===== src/rtl/core/pbb_pkg.sv =====
// Package for the pixel block binning unit: field widths, register indexes,
// limits, the result and geometry-status types and the saturating adder.
// No dependencies.
package pbb_pkg;

  localparam int PIX_W     = 16;
  localparam int FRAME_W   = 13;
  localparam int BIN_W     = 7;
  localparam int COORD_W   = 12;
  localparam int SUM_W     = 17;
  localparam int CFG_W     = 13;
  localparam int CFG_IDX_W = 2;

  localparam int DEF_MAX_COLS = 4096;
  localparam int MAX_ROWS     = 4096;
  localparam int MAX_BIN      = 64;
  localparam int BIN_CNT_W    = $clog2(MAX_BIN);

  localparam int OQ_DEPTH = 4;
  localparam int OQ_PTR_W = $clog2(OQ_DEPTH);
  localparam int OQ_CNT_W = $clog2(OQ_DEPTH + 1);

  localparam logic [CFG_IDX_W-1:0] REG_FRAME_ROWS = 2'd0;
  localparam logic [CFG_IDX_W-1:0] REG_FRAME_COLS = 2'd1;
  localparam logic [CFG_IDX_W-1:0] REG_ROW_BIN    = 2'd2;
  localparam logic [CFG_IDX_W-1:0] REG_COL_BIN    = 2'd3;

  localparam logic [FRAME_W-1:0] RST_FRAME_ROWS = 13'd4096;
  localparam logic [FRAME_W-1:0] RST_FRAME_COLS = 13'd4096;
  localparam logic [BIN_W-1:0]   RST_ROW_BIN    = 7'd2;
  localparam logic [BIN_W-1:0]   RST_COL_BIN    = 7'd2;

  // A sum of SUM_CAP stands for "more than the largest pixel value".
  localparam logic [SUM_W-1:0] SUM_CAP = 17'h10000;
  localparam logic [PIX_W-1:0] PIX_MAX = 16'hFFFF;

  typedef struct packed {
    logic busy;
    logic ok;
  } pbb_geom_t;

  typedef struct packed {
    logic [PIX_W-1:0]   value;
    logic [COORD_W-1:0] row;
    logic [COORD_W-1:0] col;
    logic               clipped;
    logic               frame_end;
  } pbb_result_t;

  function automatic logic [SUM_W-1:0] sat_add(input logic [SUM_W-1:0] a,
                                               input logic [SUM_W-1:0] b);
    logic [SUM_W:0] s;
    s = {1'b0, a} + {1'b0, b};
    return (s > {1'b0, SUM_CAP}) ? SUM_CAP : s[SUM_W-1:0];
  endfunction

endpackage


===== src/rtl/core/pbb_geom.sv =====
// Geometry check: bin and size limits plus two bit-serial divisibility tests
// (frame size modulo bin), one dividend bit per cycle. Depends on pbb_pkg.
module pbb_geom import pbb_pkg::*; #(
  parameter int MAX_COLS = DEF_MAX_COLS
) (
  input  logic               clk,
  input  logic               rst,
  input  logic               start,
  input  logic [FRAME_W-1:0] frame_rows,
  input  logic [FRAME_W-1:0] frame_cols,
  input  logic [BIN_W-1:0]   row_bin,
  input  logic [BIN_W-1:0]   col_bin,
  output pbb_geom_t          geo
);

  localparam int STEP_W = $clog2(FRAME_W);
  localparam logic [STEP_W-1:0] LAST_STEP = STEP_W'(FRAME_W - 1);

  logic [STEP_W-1:0] step;
  logic [STEP_W-1:0] bit_idx;
  logic [BIN_W-1:0]  rem_r;
  logic [BIN_W-1:0]  rem_c;
  logic [BIN_W:0]    shift_r;
  logic [BIN_W:0]    shift_c;
  logic [BIN_W:0]    rem_r_next;
  logic [BIN_W:0]    rem_c_next;
  logic              limits_ok;
  logic              busy;
  logic              ok;

  assign bit_idx = LAST_STEP - step;
  assign shift_r = {rem_r, frame_rows[bit_idx]};
  assign shift_c = {rem_c, frame_cols[bit_idx]};

  // Restoring remainder step; the partial remainder stays below the bin.
  assign rem_r_next = (shift_r >= {1'b0, row_bin}) ? shift_r - {1'b0, row_bin} : shift_r;
  assign rem_c_next = (shift_c >= {1'b0, col_bin}) ? shift_c - {1'b0, col_bin} : shift_c;

  assign limits_ok = (row_bin != '0) && (col_bin != '0)
                  && (32'(row_bin) <= MAX_BIN) && (32'(col_bin) <= MAX_BIN)
                  && (32'(frame_cols) <= MAX_COLS) && (32'(frame_rows) <= MAX_ROWS)
                  && (frame_rows > FRAME_W'(row_bin)) && (frame_cols > FRAME_W'(col_bin));

  always_ff @(posedge clk) begin
    if (rst || start) begin
      busy  <= 1'b1;
      step  <= '0;
      rem_r <= '0;
      rem_c <= '0;
      ok    <= 1'b0;
    end else if (busy) begin
      rem_r <= rem_r_next[BIN_W-1:0];
      rem_c <= rem_c_next[BIN_W-1:0];
      if (step == LAST_STEP) begin
        busy <= 1'b0;
        ok   <= limits_ok && (rem_r_next == '0) && (rem_c_next == '0);
      end else begin
        step <= step + STEP_W'(1);
      end
    end
  end

  assign geo.busy = busy;
  assign geo.ok   = ok;

endmodule


===== config.mk =====
export PLATFORM = sky130hd
export DESIGN_NAME = pbb_geom
export DESIGN_NICKNAME = d
export VERILOG_FILES = /design/src/rtl/core/pbb_pkg.sv /design/src/rtl/core/pbb_geom.sv
export SDC_FILE = /design/constraint.sdc
export NUM_CORES = 1
export LEC_CHECK = 0
export BUFFER_PORTS_ARGS = -buffer_cell sky130_fd_sc_hd__buf_2
export CAP_MARGIN = 20
export CORE_ASPECT_RATIO = 0.75
export CORE_MARGIN = 2
export CORE_UTILIZATION = 35
export DETAILED_ROUTE_END_ITERATION = 8
export PLACE_DENSITY = 0.57
export SETUP_SLACK_MARGIN = 0.1
export SYNTH_ARGS = -nofsm -noshare
export SYNTH_HDL_FRONTEND = slang
export SYNTH_SLANG_ARGS = --single-unit

===== constraint.sdc =====
create_clock -name clk -period 6.6 [get_ports clk]
set_input_delay 0.33 -clock clk [delete_from_list [all_inputs] [get_ports clk]]
set_output_delay 0.33 -clock clk [all_outputs]
set_load 0.01 [all_outputs]

==> flow_summary.ini <==
[job]
maxCapViolations = 0

[clock_tree]
clock_latency_ns = 0.25
clkTransAtPathRegs_ns = 0.07
cts.sinks = 20
htreeDepth = 1
cts_tree = done
root_buffer = clkbuf_8
cts_buffers = 3
cts-hold-fix-buffers = 0
postCtsSetupBuffers = 0
cts_resized = 0
cts_max_path_buffers = 2

[timing]
hold_violations = 0
setup-tns-final_ns = 0
relSlewSlack_pct = 32.8
rsz0062_at_grt = false
tightest_slew_ns = 1.01
slew_violations = 0
max_freq_mhz = 204
setup_viol = 0
finClkSkew_ns = 0.000926
finalCritPeriodShare_pct = 74.1
fin_crit_ns = 4.89

[critical_path]
crit_fanout = 13
crit_start = step[0]
timing_worst_setup_path_type = flop to flop
worstSetupStartpointType = flop
r2r_start = step[0]
required_ns = 6.80
r2r-end = ok
r2r_cells = 14
critPathArrivalTime_ns = 5.09
path_cells = inv_1 -> ha_1 -> mux4_2 -> mux4_2 -> inv_1 -> ha_1 -> inv_1 -> fa_1 -> a211oi_1 -> o21ai_1 -> a21oi_1 -> nor2_1 -> a2111oi_0 -> a31o_1
crit_top_cell = inv_1
slowest_stage = a21oi_1
slowest_delay_ns = 0.75
setup.worst_path.end = ok
cp-end-kind = flop
reg2reg_slack_ns = 1.71

[worst_hold_path]
hold_class = primary input to flop
holdCritStartpoint = rst

[synthesis]
synthArstFlopShare_pct = 0
ys_ff_latch = 20
syn_area_per_cell_um2 = 8.25
synth_edf_count = 0
synth.cell_area_mm2 = 0.00237
ys.flop_type = dfxtp_1
synth_seq_area_share_pct = 16.9
synth_cells = 287
ys_warn_count = 0
ys_types = 51
syn-num-nets = 362

[die]
core_area_mm2 = 0.00641
boundaryPins = 45
dieArea_mm2 = 0.00744
rows = 25
initial_core_util_pct = 36.9
fp.dieW_um = 99.0
die_h_um = 75.2

[power_and_ir_drop]
ir_worst_vdd_uv = 70.6
p_leak_nw = 1.23
power_density_mw_per_mm2 = 127

[placement]
place_congestion = 0.832
dp_hpwl_mm = 4.82
numPortBuffers = 44
dp.cells = 402

[route]
totalWireLength_mm = 5.78
drt-initial-drc-count = 102
viasPerCell = 5.39
ant_nets = 0
firstDrtPassIters = 4
vias = 2189
drc_errors = 0
wl_per_cell_um = 14.2

[grt]
antenna_found_initial = 0
grt_pass1_wl_mm = 9.55
grt_use_total_pct = 15.8
grt_max_degree = 30
grt_pass1_vias = 1984
grt-ovfl-total = 0

[status]
outcome = completed

[finish]
drive_gt1_share_pct = 21.2
antenna_cells = 0
fin_nets = 401
areaGrowthSynthToFinish_pct = 13.2
finalNonFillerCells = 406
worst max-delay path: cells and delay by family, from the launching register on:
| family | cells | cell delay, ns |
|---|---|---|
| muxes | 2 | 0.89 |
| DFF | 1 | 0.67 |
| adders and majority gates | 3 | 1.07 |
| and+or+nand+nor | 1 | 0.13 |
| AOI/OAI and AO/OA | 5 | 1.78 |
| buffers and inverters | 3 | 0.29 |
sequential cells by signal, indices dropped and copies added, names as in the netlist:
| signal | flops |
|---|---|
| rem_r | 7 |
| rem_c | 7 |
| ok | 1 |
| step | 4 |
| busy | 1 |
power breakdown:
part | leakage, nW | total, mW | switching [mW] | internal (mW)
Clock | 0.0288 | 0.0918 | 0.0388 | 0.0530
Sequential | 0.162 | 0.127 | 0.00435 | 0.123
Combinational | 1.04 | 0.122 | 0.0639 | 0.0582
kinds of logic after synthesis:
logic type,synth area share (%)
AO/OA/AOI/OAI,20.2
XOR/XNOR,4.07
adder cells (fa/ha/maj),17.5
buffers and inverters,6.24
flip-flops,16.9
multiplexers,12.7
AND/OR/NAND/NOR,22.3
synth_stat cells, types with 8 or more instances:
| library cell | instances | share of area [%] |
|---|---|---|
| nand2_1 | 8 | 1.3 |
| inv_1 | 22 | 3.5 |
| mux2i_1 | 11 | 4.7 |
| ha_1 | 30 | 16 |
| a211oi_1 | 15 | 4.8 |
| nand3_1 | 9 | 1.9 |
| nor3_1 | 9 | 1.9 |
| dfxtp_1 | 20 | 17 |
| a21oi_1 | 14 | 3.0 |
| nor2_1 | 38 | 6.0 |
| o21ai_0 | 9 | 1.9 |
| nand4_1 | 8 | 2.1 |
layer usage:
layer	GRT usage, %	share of wire (%)
met4	1.07	0.069
met1	23.8	52
met5	0	0
met2	24.5	40
met3	3.25	7.9
metrics by stage:
stage / cell area (µm²) / utilization [%] / worst slack, ns / hold WS, ns / total power, mW
final: 2680 / 41.8 / 1.71 / 0.290 / 0.341
after global routing: 2680 / 41.8 / 1.26 / 0.295 / 0.367
after CTS: 2680 / 41.8 / 1.71 / 0.277 / 0.344
after detailed placement: 2620 / 40.9 / 1.77 / 0.485 / 0.251
after global placement: 2620 / 40.9 / 1.87 / 0.480 / 0.251
after floorplan: 2370 / - / 2.52 / 0.423 / 0.215
worst min path at each step:
stage / endpoint / cells past startpoint
floorplan: busy / 2
global placement: rem_c[6] / 2
detailed placement: rem_c[6] / 2
CTS: busy / 3
global route: busy / 3
finish: busy / 3
layout make-up:
type | instances | area [µm²]
clock buffer | 4 | 55.1
fill | 651 | 3730
inverter | 22 | 82.6
multi-input combinational | 235 | 1820
sequential | 20 | 400
tap | 81 | 101
timing repair buffer | 44 | 220
cell usage in the layout, fill, tap and decap left out, types with 2 or more instances in the layout:
cell,netlist,layout
buf_2,1,44
nor2_1,38,38
ha_1,30,30
inv_1,22,22
dfxtp_1,20,20
a211oi_1,15,15
a21oi_1,14,14
mux2i_1,11,11
o21ai_0,9,9
nand3_1,9,9
nor3_1,9,9
nand4_1,8,8
nand2_1,8,8
mux4_2,7,7
o21a_1,7,7
nor4_1,7,7
xnor2_1,6,6
o21ai_1,5,5
xor2_1,5,5
a21o_1,4,4
clkbuf_8,0,4
nor3b_1,3,3
mux2_2,3,3
or2_2,3,3
nor2b_1,3,3
a2111oi_0,3,3
nand2b_1,2,2
or3b_2,2,2
or4_1,2,2
or4_4,2,2
fa_1,2,2
Note: power is estimated with default switching activity, not from simulation.
