### src/rtl/core/pbb_pkg.sv
// Package for the pixel block binning unit: field widths, register indexes,
// limits, the result and geometry-status types and the saturating adder.
// No dependencies.
package pbb_pkg;

  localparam int PIX_W     = 16;
  localparam int FRAME_W   = 13;
  localparam int BIN_W     = 7;
  localparam int COORD_W   = 12;
  localparam int SUM_W     = 17;
  localparam int CFG_W     = 13;
  localparam int CFG_IDX_W = 2;

  localparam int DEF_MAX_COLS = 4096;
  localparam int MAX_ROWS     = 4096;
  localparam int MAX_BIN      = 64;
  localparam int BIN_CNT_W    = $clog2(MAX_BIN);

  localparam int OQ_DEPTH = 4;
  localparam int OQ_PTR_W = $clog2(OQ_DEPTH);
  localparam int OQ_CNT_W = $clog2(OQ_DEPTH + 1);

  localparam logic [CFG_IDX_W-1:0] REG_FRAME_ROWS = 2'd0;
  localparam logic [CFG_IDX_W-1:0] REG_FRAME_COLS = 2'd1;
  localparam logic [CFG_IDX_W-1:0] REG_ROW_BIN    = 2'd2;
  localparam logic [CFG_IDX_W-1:0] REG_COL_BIN    = 2'd3;

  localparam logic [FRAME_W-1:0] RST_FRAME_ROWS = 13'd4096;
  localparam logic [FRAME_W-1:0] RST_FRAME_COLS = 13'd4096;
  localparam logic [BIN_W-1:0]   RST_ROW_BIN    = 7'd2;
  localparam logic [BIN_W-1:0]   RST_COL_BIN    = 7'd2;

  // A sum of SUM_CAP stands for "more than the largest pixel value".
  localparam logic [SUM_W-1:0] SUM_CAP = 17'h10000;
  localparam logic [PIX_W-1:0] PIX_MAX = 16'hFFFF;

  typedef struct packed {
    logic busy;
    logic ok;
  } pbb_geom_t;

  typedef struct packed {
    logic [PIX_W-1:0]   value;
    logic [COORD_W-1:0] row;
    logic [COORD_W-1:0] col;
    logic               clipped;
    logic               frame_end;
  } pbb_result_t;

  function automatic logic [SUM_W-1:0] sat_add(input logic [SUM_W-1:0] a,
                                               input logic [SUM_W-1:0] b);
    logic [SUM_W:0] s;
    s = {1'b0, a} + {1'b0, b};
    return (s > {1'b0, SUM_CAP}) ? SUM_CAP : s[SUM_W-1:0];
  endfunction

endpackage

### src/rtl/core/pbb_outq.sv
// Small register queue that holds finished binned pixels until the
// downstream side takes them. Depends on pbb_pkg.
module pbb_outq import pbb_pkg::*; (
  input  logic                clk,
  input  logic                rst,
  input  logic                push,
  input  pbb_result_t         push_data,
  input  logic                pop_stall,
  output logic                head_valid,
  output pbb_result_t         head_data,
  output logic [OQ_CNT_W-1:0] count
);

  pbb_result_t         entries [OQ_DEPTH];
  logic [OQ_PTR_W-1:0] wr_ptr;
  logic [OQ_PTR_W-1:0] rd_ptr;
  logic                pop;

  assign head_valid = (count != '0);
  assign head_data  = entries[rd_ptr];
  assign pop        = head_valid && !pop_stall;

  always_ff @(posedge clk) begin
    if (push) begin
      entries[wr_ptr] <= push_data;
    end
  end

  always_ff @(posedge clk) begin
    if (rst) begin
      wr_ptr <= '0;
      rd_ptr <= '0;
      count  <= '0;
    end else begin
      if (push) begin
        wr_ptr <= wr_ptr + OQ_PTR_W'(1);
      end
      if (pop) begin
        rd_ptr <= rd_ptr + OQ_PTR_W'(1);
      end
      count <= count + OQ_CNT_W'(push) - OQ_CNT_W'(pop);
    end
  end

endmodule

### config.mk
export PLATFORM = sky130hd
export DESIGN_NAME = pbb_outq
export DESIGN_NICKNAME = d
export VERILOG_FILES = /design/src/rtl/core/pbb_pkg.sv /design/src/rtl/core/pbb_outq.sv
export SDC_FILE = /design/constraint.sdc
export NUM_CORES = 1
export LEC_CHECK = 0
export BUFFER_PORTS_ARGS = -buffer_cell sky130_fd_sc_hd__buf_2
export CAP_MARGIN = 0
export CORE_ASPECT_RATIO = 1.5
export CORE_MARGIN = 2
export CORE_UTILIZATION = 45
export CTS_BUF_LIST = sky130_fd_sc_hd__clkbuf_8
export CTS_CLUSTER_SIZE = 40
export DETAILED_ROUTE_END_ITERATION = 10
export GPL_ROUTABILITY_DRIVEN = 0
export MAX_ROUTING_LAYER = met4
export PLACE_DENSITY = 0.68
export SLEW_MARGIN = 20
export SYNTH_ARGS = -nofsm -noshare
export SYNTH_HDL_FRONTEND = slang
export SYNTH_SLANG_ARGS = --single-unit
### constraint.sdc
create_clock -name clk -period 2.1 [get_ports clk]
set_input_delay 0.21 -clock clk [delete_from_list [all_inputs] [get_ports clk]]
set_output_delay 0.21 -clock clk [all_outputs]
set_load 0.01 [all_outputs]
==> results.sh, run 1 <==
export IMPL_total_leakage_power_uw=0.00282
export IMPL_achievable_frequency_ghz=0.499
export IMPL_global_route_usage_total=0.161
export IMPL_core_area_um2=14400
export IMPL_outcome="finished clean"
export IMPL_floorplan_die_width_um=103
export IMPL_yosysSeqAreaShare=0.796
export IMPL_critPathLaunchType="flip-flop"
export IMPL_chipHeight_um=152
export IMPL_antennaDiodeCount=0
export IMPL_drtPass1Iterations=4
export IMPL_design_die_area_um2=15600
export IMPL_final_max_slew_violation_count=0
export IMPL_maxcap_viol_count=0
export IMPL_timing_max_slew_rel_slack=0.655
export IMPL_cts_max_path_buffers=2
export IMPL_cts_tree="built"
export IMPL_layout_worst_path_cycle_share=0.955
export IMPL_row_count=54
export IMPL_layout_setup_ws_ns=0.0942
export IMPL_global_route_overflow_total=0
export IMPL_h_tree_depth=4
export IMPL_drt_iter0_markers=167
export IMPL_preCtsSetupSlack_ns=-0.0380
export IMPL_dp_hpwl_mm=6.76
export IMPL_yosysWarningCount=0
export IMPL_total_non_filler_cell_area_in_the_finished_layout_um2=8160
export IMPL_fin_total_pwr_uw=7990
export IMPL_cts_root_buf="sky130_fd_sc_hd__clkbuf_8"
export IMPL_antenna_found_initial=0
export IMPL_layout_cells_most_common="sky130_fd_sc_hd__edfxtp_1"
export IMPL_fillCellCount=1114
export IMPL_cts_sink_count=177
export IMPL_port_buffer_count=91
export IMPL_worst_slew_pin_transition_ns=0.518
export IMPL_power_ir_vdd_worst_uv=537
export IMPL_cp_data_required_time_ns=1.89
export IMPL_num_vias=3143
export IMPL_io_pins=92
export IMPL_finalCriticalPeriod_ns=2.01
export IMPL_worstSetupPathType="reg -> out"
export IMPL_syn_instance_count=267
export IMPL_skew_ns=0.00764
export IMPL_cts_reportedPaths_clkPinSlew_ns=0.08
export IMPL_timing_hold_worst_class="in -> reg"
export IMPL_netlist_area_um2=6570
export IMPL_synth_area_per_cell_um2=24.6
export IMPL_post_route_util=0.567
export IMPL_wire_length_of_the_first_global_routing_pass_mm=17.7
export IMPL_ant_nets=0
export IMPL_placedInstanceArea_um2=7290
export IMPL_grt_pass1_vias=3430
export IMPL_totalNegativeSetupSlack_ns=0
export IMPL_endpoints_failing_setup=0
export IMPL_cp_end_kind="primary output"
export IMPL_mostFrequentLayoutCells="sky130_fd_sc_hd__edfxtp_1 (168), sky130_fd_sc_hd__buf_2 (91), sky130_fd_sc_hd__dlygate4sd3_1 (42)"
export IMPL_cts_buffers_inserted=17
export IMPL_clock_latency_ns=0.43
export IMPL_post_route_cells_drive_above_1_share=0.427
export IMPL_critical_path_arrival_ns=1.80
export IMPL_routed_via_density=4.94
export IMPL_finish_net_count=480
export IMPL_synthToLayoutAreaGrowth_pct=24.2
export IMPL_route_detailed_drc=0
export IMPL_largest_net_degree_at_the_start_of_global_routing=43
export IMPL_power_per_cell_area_nw_per_um2=979
export IMPL_synthesis_nets=320
export IMPL_synth_ff_latch_count=177
export IMPL_floorplan_initialDensity=0.456
export IMPL_routed_wl_mm=11.2
export IMPL_final_number_of_hold_violating_endpoints=0
export IMPL_crit_fanout=7
export IMPL_number_of_different_library_cells_in_the_post_synthesis_netlist=22
export IMPL_detail_route_wl_per_cell_um=17.6
## registers in the layout, indices dropped and copies added, names as in the netlist, named ones only
name	flops
count	3
entries	168
rd_ptr	2
wr_ptr	2
## power by group
group | switching [uW] | total [uW] | internal, uW
logic | 751 | 1630 | 884
clock network | 1140 | 2190 | 1050
registers | 96.4 | 4170 | 4070
total | 1990 | 7990 | 6000
## stage by stage
step / hold WS [ns] / std cells
2_1_floorplan: 0.309 / 267
6_report: 0.0367 / 636
5_1_grt: 0.0194 / 636
3_5_place_dp: 0.426 / 556
3_3_place_gp: 0.420 / 556
4_1_cts: 0.00697 / 634
## layer usage
metal	global-route usage	wire (um)	vias up
met3	0.0405	353	29
li1	-	-	1432
met2	0.256	5950	78
met1	0.186	4510	1604
met5	-	0	-
met4	0.0825	388	0
## layout make-up
class | instances | area [um2] | area share
Timing Repair Buffer | 152 | 1060 | 0.130
Clock inverter | 15 | 144 | 0.0176
Multi-Input combinational cell | 72 | 1220 | 0.149
Tap cell | 196 | 245 | 0.0301
Sequential cell | 177 | 5230 | 0.641
Clock buffer | 17 | 234 | 0.0287
Inverter | 7 | 26.3 | 0.00322
## worst max-delay path, stage by stage (launching register included)
cell and delay (ns):
sky130_fd_sc_hd__dfxtp_4 0.44, sky130_fd_sc_hd__buf_4 0.22, sky130_fd_sc_hd__mux4_2 0.54, sky130_fd_sc_hd__buf_2 0.16
## timing repair
action	4_1_cts	5_1_grt
endpoints found under the hold margin	168	0
hold buffers	42	0
cloned	0	0
setup buffers	4	2
pin swaps	0	2
setup endpoints to repair	28	2
resized for setup	2	3
## logic make-up after synthesis
logic type                 share of synthesized area
and+or+nand+nor                               0.0131
xor gates and xnor gates                     0.00400
buffers and inverters                         0.0221
DFF                                            0.796
AOI/OAI and AO/OA                            0.00229
muxes                                          0.148
adders and majority gates                     0.0145
## Yosys cell counts
cell type / number / area (um2)
sky130_fd_sc_hd__dfxtp_1: 9 / 180
sky130_fd_sc_hd__buf_12: 4 / 80.1
sky130_fd_sc_hd__nor2b_1: 3 / 18.8
sky130_fd_sc_hd__mux2_2: 1 / 11.3
sky130_fd_sc_hd__inv_1: 7 / 26.3
sky130_fd_sc_hd__and2_1: 4 / 25.0
sky130_fd_sc_hd__buf_2: 4 / 20.0
sky130_fd_sc_hd__fa_1: 1 / 20.0
sky130_fd_sc_hd__nor3b_1: 1 / 7.51
sky130_fd_sc_hd__mux4_1: 2 / 52.6
sky130_fd_sc_hd__a21oi_1: 2 / 10.0
sky130_fd_sc_hd__mux4_2: 40 / 901
sky130_fd_sc_hd__xnor2_1: 3 / 26.3
sky130_fd_sc_hd__o21ai_0: 1 / 5.00
sky130_fd_sc_hd__buf_6: 1 / 11.3
sky130_fd_sc_hd__ha_1: 6 / 75.1
sky130_fd_sc_hd__edfxtp_1: 168 / 5040
sky130_fd_sc_hd__nor3_2: 1 / 10.0
sky130_fd_sc_hd__or3_1: 1 / 6.26
sky130_fd_sc_hd__mux2i_1: 1 / 10.0
sky130_fd_sc_hd__clkbuf_1: 2 / 7.51
sky130_fd_sc_hd__nor2_1: 5 / 18.8
## final timing paths
path                                        startpoint                   to  slack, ns  cells after the start
worst max-delay path                         flip-flop        head_data[27]       0.09                      3
worst min-delay path                               rst            flip-flop       0.04                      2
worst max register to register     count[0]$_SDFF_PP0_  count[2]$_SDFF_PP0_       0.11                      9
worst min register to register  rd_ptr[0]$_SDFFE_PP0P_            flip-flop       0.54                      2
Note: power is estimated with default switching activity, not from simulation.
==> run 2, diff against run 1 <==
--- a/config.mk
+++ b/config.mk
@@ -17,3 +17,3 @@
 export MAX_ROUTING_LAYER = met4
-export PLACE_DENSITY = 0.68
+export PLACE_DENSITY = 0.65
 export SLEW_MARGIN = 20
==> constraint.sdc (replaced) <==
create_clock -name clk -period 2 [get_ports clk]
set_input_delay 0 -clock clk [delete_from_list [all_inputs] [get_ports clk]]
set_output_delay 0 -clock clk [all_outputs]
set_load 0.01 [all_outputs]
==> results.sh, run 2 (synthesis results as in run 1) <==
export IMPL_power_internal_uw=6330
export IMPL_route_detailed_drc=0
export IMPL_cts_buffers_inserted=17
export IMPL_drt_iter0_markers=163
export IMPL_global_route_usage_total=0.165
export IMPL_clock_latency_ns=0.45
export IMPL_power_per_cell_area_nw_per_um2=1030
export IMPL_layout_area_seq_um2=5230
export IMPL_worstSetupPathType="reg -> reg"
export IMPL_cts_sink_count=177
export IMPL_power_share_combinational=0.199
export IMPL_cts_reportedPaths_clkPinSlew_ns=0.09
export IMPL_critPathLaunchType="flip-flop"
export IMPL_post_route_cells_drive_above_1_share=0.428
export IMPL_power_ir_vdd_worst_uv=505
export IMPL_endpoints_failing_setup=1
export IMPL_floorplan_initialDensity=0.456
export IMPL_design_die_area_um2=15600
export IMPL_cp_end_kind="flip-flop"
export IMPL_outcome="finished with violations"
export IMPL_totalNegativeSetupSlack_ns=-0.0000804
export IMPL_drtPass1Iterations=5
export IMPL_floorplan_die_width_um=103
export IMPL_post_route_util=0.573
export IMPL_fillCellCount=1111
export IMPL_core_area_um2=14400
export IMPL_antenna_found_initial=0
export IMPL_port_buffer_count=91
export IMPL_power_share_switching=0.257
export IMPL_routed_via_density=4.89
export IMPL_critPathTopFamily="adder cells"
export IMPL_antennaDiodeCount=0
export IMPL_grt_pass1_vias=3450
export IMPL_worst_hold_slack_ns=0.301
export IMPL_timing_max_slew_rel_slack=0.782
export IMPL_critical_path_arrival_ns=2.33
export IMPL_dp_hpwl_mm=7.08
export IMPL_layout_setup_ws_ns=-0.0000804
export IMPL_power_switching_uw=2190
export IMPL_critPathMaxStageDelay_ns=0.37
export IMPL_mostFrequentLayoutCells="sky130_fd_sc_hd__edfxtp_1 (168), sky130_fd_sc_hd__buf_2 (91), sky130_fd_sc_hd__dlygate4sd3_1 (46)"
export IMPL_layout_cells_most_common="sky130_fd_sc_hd__edfxtp_1"
export IMPL_cp_cell_sequence="nor3_4, nor2_1, ha_1, inv_1, ha_1, fa_2, xnor2_2, xnor2_1, nor2_1"
export IMPL_num_vias=3108
export IMPL_finish_net_count=479
export IMPL_timing_hold_worst_class="in -> reg"
export IMPL_cts_root_buf="sky130_fd_sc_hd__clkbuf_8"
export IMPL_top_flop_regs="entries (168), count (3)"
export IMPL_multi_input_combinational_cell_area_um2=1220
export IMPL_placed_cells_incl_taps=554
export IMPL_synthToLayoutAreaGrowth_pct=25.5
export IMPL_flip_flop_count_of_the_largest_register_after_layout=168
export IMPL_worst_path_max_delay_cell="sky130_fd_sc_hd__fa_2"
export IMPL_io_pins=92
export IMPL_ant_nets=0
export IMPL_share_clk_of_total_power=0.285
export IMPL_cp_data_required_time_ns=2.33
export IMPL_total_leakage_power_uw=0.00283
export IMPL_final_max_slew_violation_count=0
export IMPL_fin_total_pwr_uw=8510
export IMPL_fin_cells=635
export IMPL_seq_power_share=0.516
export IMPL_cts_max_path_buffers=2
export IMPL_achievable_frequency_ghz=0.500
export IMPL_worst_slew_pin_transition_ns=0.328
export IMPL_failed_checks="setup timing"
export IMPL_finalCriticalPeriod_ns=2.00
export IMPL_r2r_slack_ns=-0.00008
export IMPL_wire_length_of_the_first_global_routing_pass_mm=18.1
export IMPL_detail_route_wl_per_cell_um=17.9
export IMPL_row_count=54
export IMPL_rsz_0062_raised_after_global_routing="true"
export IMPL_chipHeight_um=152
export IMPL_regMostFlops="entries"
export IMPL_skew_ns=0.0106
export IMPL_layout_worst_path_cycle_share=1.00
export IMPL_global_route_overflow_total=0
export IMPL_routed_wl_mm=11.4
export IMPL_final_number_of_hold_violating_endpoints=0
export IMPL_path_buf_inv=1
export IMPL_crit_fanout=3
export IMPL_cts_tree="built"
export IMPL_h_tree_depth=4
export IMPL_maxcap_viol_count=0
export IMPL_largest_net_degree_at_the_start_of_global_routing=37
-- run 2: cell types whose count changed in the layout (fill, tap and decap cells not counted) --
cell and change:
sky130_fd_sc_hd__inv_1 -2, sky130_fd_sc_hd__inv_6 +3, sky130_fd_sc_hd__buf_12 +4, sky130_fd_sc_hd__buf_4 -8, sky130_fd_sc_hd__clkinv_1 -3, sky130_fd_sc_hd__clkinv_4 +1
sky130_fd_sc_hd__buf_6 -1, sky130_fd_sc_hd__clkinv_8 +1, sky130_fd_sc_hd__dlygate4sd3_1 +4
-- run 2: metal layers --
| metal | GRT usage | part of all wire | vias up |
|---|---|---|---|
| met5 | - | 0 | - |
| met4 | 0.0438 | 0.012 | 0 |
| met3 | 0.0474 | 0.035 | 11 |
| met2 | 0.294 | 0.59 | 59 |
| met1 | 0.176 | 0.36 | 1605 |
| li1 | - | - | 1433 |
-- run 2: repair_timing --
item,4_1_cts,5_1_grt
hold endpoints to repair,177,0
hold buffers,46,0
pin swaps,3,2
resized for setup,3,1
setup buffers,3,0
endpoints found under the setup margin,5,1
cloned,0,0
-- run 2: layout make-up --
| cell class | instances | area share |
|---|---|---|
| clock buffers | 17 | 0.0284 |
| inverters | 7 | 0.00319 |
| multi-input cells | 72 | 0.148 |
| flip-flops and latches | 177 | 0.635 |
| repair buffers | 151 | 0.135 |
| well taps | 196 | 0.0298 |
| clock inverters | 15 | 0.0214 |
-- run 2: worst paths after layout --
check,from,to,cells past startpoint
hold reg to reg,rd_ptr[0]$_SDFFE_PP0P_,flip-flop,2
setup / recovery,count[2]$_SDFF_PP0_,count[2]$_SDFF_PP0_,9
hold / removal,push_data[5],entries[3][5]$_DFFE_PP_,2
setup reg to reg,count[2]$_SDFF_PP0_,count[2]$_SDFF_PP0_,9
-- run 2: power groups by stage --
stage | Combinational, uW | Sequential, uW | Clock [uW]
2_1_floorplan | 1090 | 4420 | 0
3_3_place_gp | 1530 | 4470 | 0
3_5_place_dp | 1560 | 4500 | 0
4_1_cts | 1710 | 4390 | 2510
5_1_grt | 1840 | 4410 | 2690
6_report | 1700 | 4390 | 2430
-- run 2: per-stage QoR --
stage | setup slack (ns) | cell area [um2]
after floorplan | 0.0124 | 6570
after global placement | 0.0946 | 7330
after detailed placement | -0.0532 | 7330
after CTS | 0.0115 | 8230
after global routing | -0.0927 | 8240
final | -0.0000804 | 8240
==> run 3, diff against run 2 <==
Settings changed: PLACE_DENSITY 0.65 to not set, PLACE_DENSITY_LB_ADDON set to 0.05, SKIP_LAST_GASP set to 1.
==> results.sh, run 3 (synthesis results as in run 1) <==
export IMPL_h_tree_depth=4
export IMPL_layout_cells_most_common="sky130_fd_sc_hd__edfxtp_1"
export IMPL_num_vias=3152
export IMPL_critPathMaxStageDelay_ns=0.35
export IMPL_worstSetupPathType="reg -> reg"
export IMPL_routed_wl_mm=11.3
export IMPL_cts_buffers_inserted=17
export IMPL_finish_net_count=482
export IMPL_route_detailed_drc=0
export IMPL_final_number_of_hold_violating_endpoints=0
export IMPL_chipHeight_um=152
export IMPL_regMostFlops="entries"
export IMPL_io_pins=92
export IMPL_finalCriticalPeriod_ns=1.90
export IMPL_clock_latency_ns=0.43
export IMPL_ant_nets=0
export IMPL_worstRegToRegCells=9
export IMPL_power_share_switching=0.249
export IMPL_crit_reg2reg_capture="count[2]$_SDFF_PP0_"
export IMPL_detail_route_wl_per_cell_um=17.7
export IMPL_critical_path_arrival_ns=2.23
export IMPL_maxcap_viol_count=0
export IMPL_port_buffer_count=91
export IMPL_final_max_slew_violation_count=0
export IMPL_placedInstanceArea_um2=7330
export IMPL_flip_flop_count_of_the_largest_register_after_layout=168
export IMPL_skew_ns=0.00830
export IMPL_path_buf_inv=1
export IMPL_antennaDiodeCount=0
export IMPL_cts_tree="built"
export IMPL_routed_via_density=4.94
export IMPL_fillCellCount=1150
export IMPL_floorplan_initialDensity=0.456
export IMPL_seq_power_share=0.523
export IMPL_cp_end_kind="flip-flop"
export IMPL_cts_sink_count=177
export IMPL_worst_hold_slack_ns=0.311
export IMPL_cts_reportedPaths_clkPinSlew_ns=0.09
export IMPL_rsz_0062_raised_after_global_routing="true"
export IMPL_achievable_frequency_ghz=0.526
export IMPL_largest_net_degree_at_the_start_of_global_routing=43
export IMPL_global_route_overflow_total=0
export IMPL_total_non_filler_cell_area_in_the_finished_layout_um2=8220
export IMPL_timing_critical_path_from="count[0]$_SDFF_PP0_"
export IMPL_total_leakage_power_uw=0.00284
export IMPL_design_die_area_um2=15600
export IMPL_drt_iter0_markers=152
export IMPL_power_internal_uw=6310
export IMPL_dp_hpwl_mm=6.73
export IMPL_power_switching_uw=2090
export IMPL_drtPass1Iterations=4
export IMPL_grt_pass1_vias=3354
export IMPL_antenna_found_initial=0
export IMPL_logic_depth_of_the_worst_path_buffers_included=9
export IMPL_core_area_um2=14400
export IMPL_fin_cells=638
export IMPL_r2r_slack_ns=0.10
export IMPL_row_count=54
export IMPL_share_clk_of_total_power=0.275
export IMPL_crit_reg2reg_launch="count[0]$_SDFF_PP0_"
export IMPL_critical_path_endpoint="count[2]$_SDFF_PP0_"
export IMPL_cts_max_path_buffers=2
export IMPL_power_per_cell_area_nw_per_um2=1020
export IMPL_mostFrequentLayoutCells="sky130_fd_sc_hd__edfxtp_1 (168), sky130_fd_sc_hd__buf_2 (91), sky130_fd_sc_hd__dlygate4sd3_1 (46)"
export IMPL_power_share_combinational=0.202
export IMPL_post_route_cells_drive_above_1_share=0.425
export IMPL_power_ir_vdd_worst_uv=648
export IMPL_cts_root_buf="sky130_fd_sc_hd__clkbuf_8"
export IMPL_crit_fanout=3
export IMPL_synthToLayoutAreaGrowth_pct=25.2
export IMPL_placed_cells_incl_taps=556
export IMPL_wire_length_of_the_first_global_routing_pass_mm=17.7
export IMPL_worst_slew_pin_transition_ns=0.430
export IMPL_critPathLaunchType="flip-flop"
export IMPL_cp_cell_sequence="nor3_4, nor2_1, ha_1, inv_1, ha_1, fa_2, xnor2_2, xnor2_1, nor2_1"
export IMPL_timing_hold_worst_class="in -> reg"
export IMPL_global_route_usage_total=0.161
export IMPL_cp_data_required_time_ns=2.33
export IMPL_top_flop_regs="entries (168), count (3)"
export IMPL_timing_max_slew_rel_slack=0.713
export IMPL_outcome="finished clean"
export IMPL_worst_path_max_delay_cell="sky130_fd_sc_hd__dfxtp_2"
export IMPL_floorplan_die_width_um=103
export IMPL_endpoints_failing_setup=0
export IMPL_critPathTopFamily="adder cells"
export IMPL_layout_worst_path_cycle_share=0.950
## run 3: area by class of cell
class | count | area (um2) | share of cell area
timing repair buffer | 154 | 1120 | 0.136
clock inverter | 15 | 143 | 0.0174
tap | 196 | 245 | 0.0298
sequential | 177 | 5240 | 0.637
clock buffer | 17 | 234 | 0.0285
inverter | 7 | 26.3 | 0.00320
multi-input combinational | 72 | 1220 | 0.148
## run 3: power groups by stage
stage	clock, uW	sequential, uW	combinational, uW
final	2310	4400	1690
after global routing	2540	4420	1860
after CTS	2410	4390	1710
after detailed placement	0	4520	1540
after global placement	0	4500	1520
after floorplan	0	4420	1090
## run 3: worst min path at each step
stage                             start                  endpoint  cells past startpoint
after global routing       push_data[2]   entries[1][2]$_DFFE_PP_                      2
after global placement    push_data[10]  entries[0][10]$_DFFE_PP_                      1
after floorplan            push_data[0]   entries[0][0]$_DFFE_PP_                      0
after CTS                  push_data[3]   entries[1][3]$_DFFE_PP_                      2
after detailed placement  push_data[15]  entries[3][15]$_DFFE_PP_                      1
final                     push_data[13]  entries[0][13]$_DFFE_PP_                      2
## run 3: stage by stage
| stage | TNS [ns] | utilization | setup WS (ns) | total power (uW) |
|---|---|---|---|---|
| 2_1_floorplan | 0 | - | 0.0124 | 5520 |
| 3_3_place_gp | 0 | 0.509 | 0.0893 | 6020 |
| 3_5_place_dp | 0 | 0.509 | 0.00149 | 6060 |
| 4_1_cts | 0 | 0.570 | 0.0190 | 8510 |
| 5_1_grt | -0.0327 | 0.571 | -0.0327 | 8820 |
| 6_report | 0 | 0.571 | 0.100 | 8400 |
## run 3: per-layer routing
layer,global-route usage,share of wire,wire length [um],up-vias
met4,0.0533,0.011,127,0
met1,0.194,0.42,4790,1634
met3,0.0382,0.033,372,7
met2,0.265,0.53,6030,69
met5,-,0,0,-
li1,-,-,-,1442
## run 3: what timing repair did
action,4_1_cts,5_1_grt
hold buffers,46,0
setup endpoints to repair,19,1
hold endpoints to repair,177,0
resized for setup,1,5
pin swaps,1,2
setup buffers,3,1
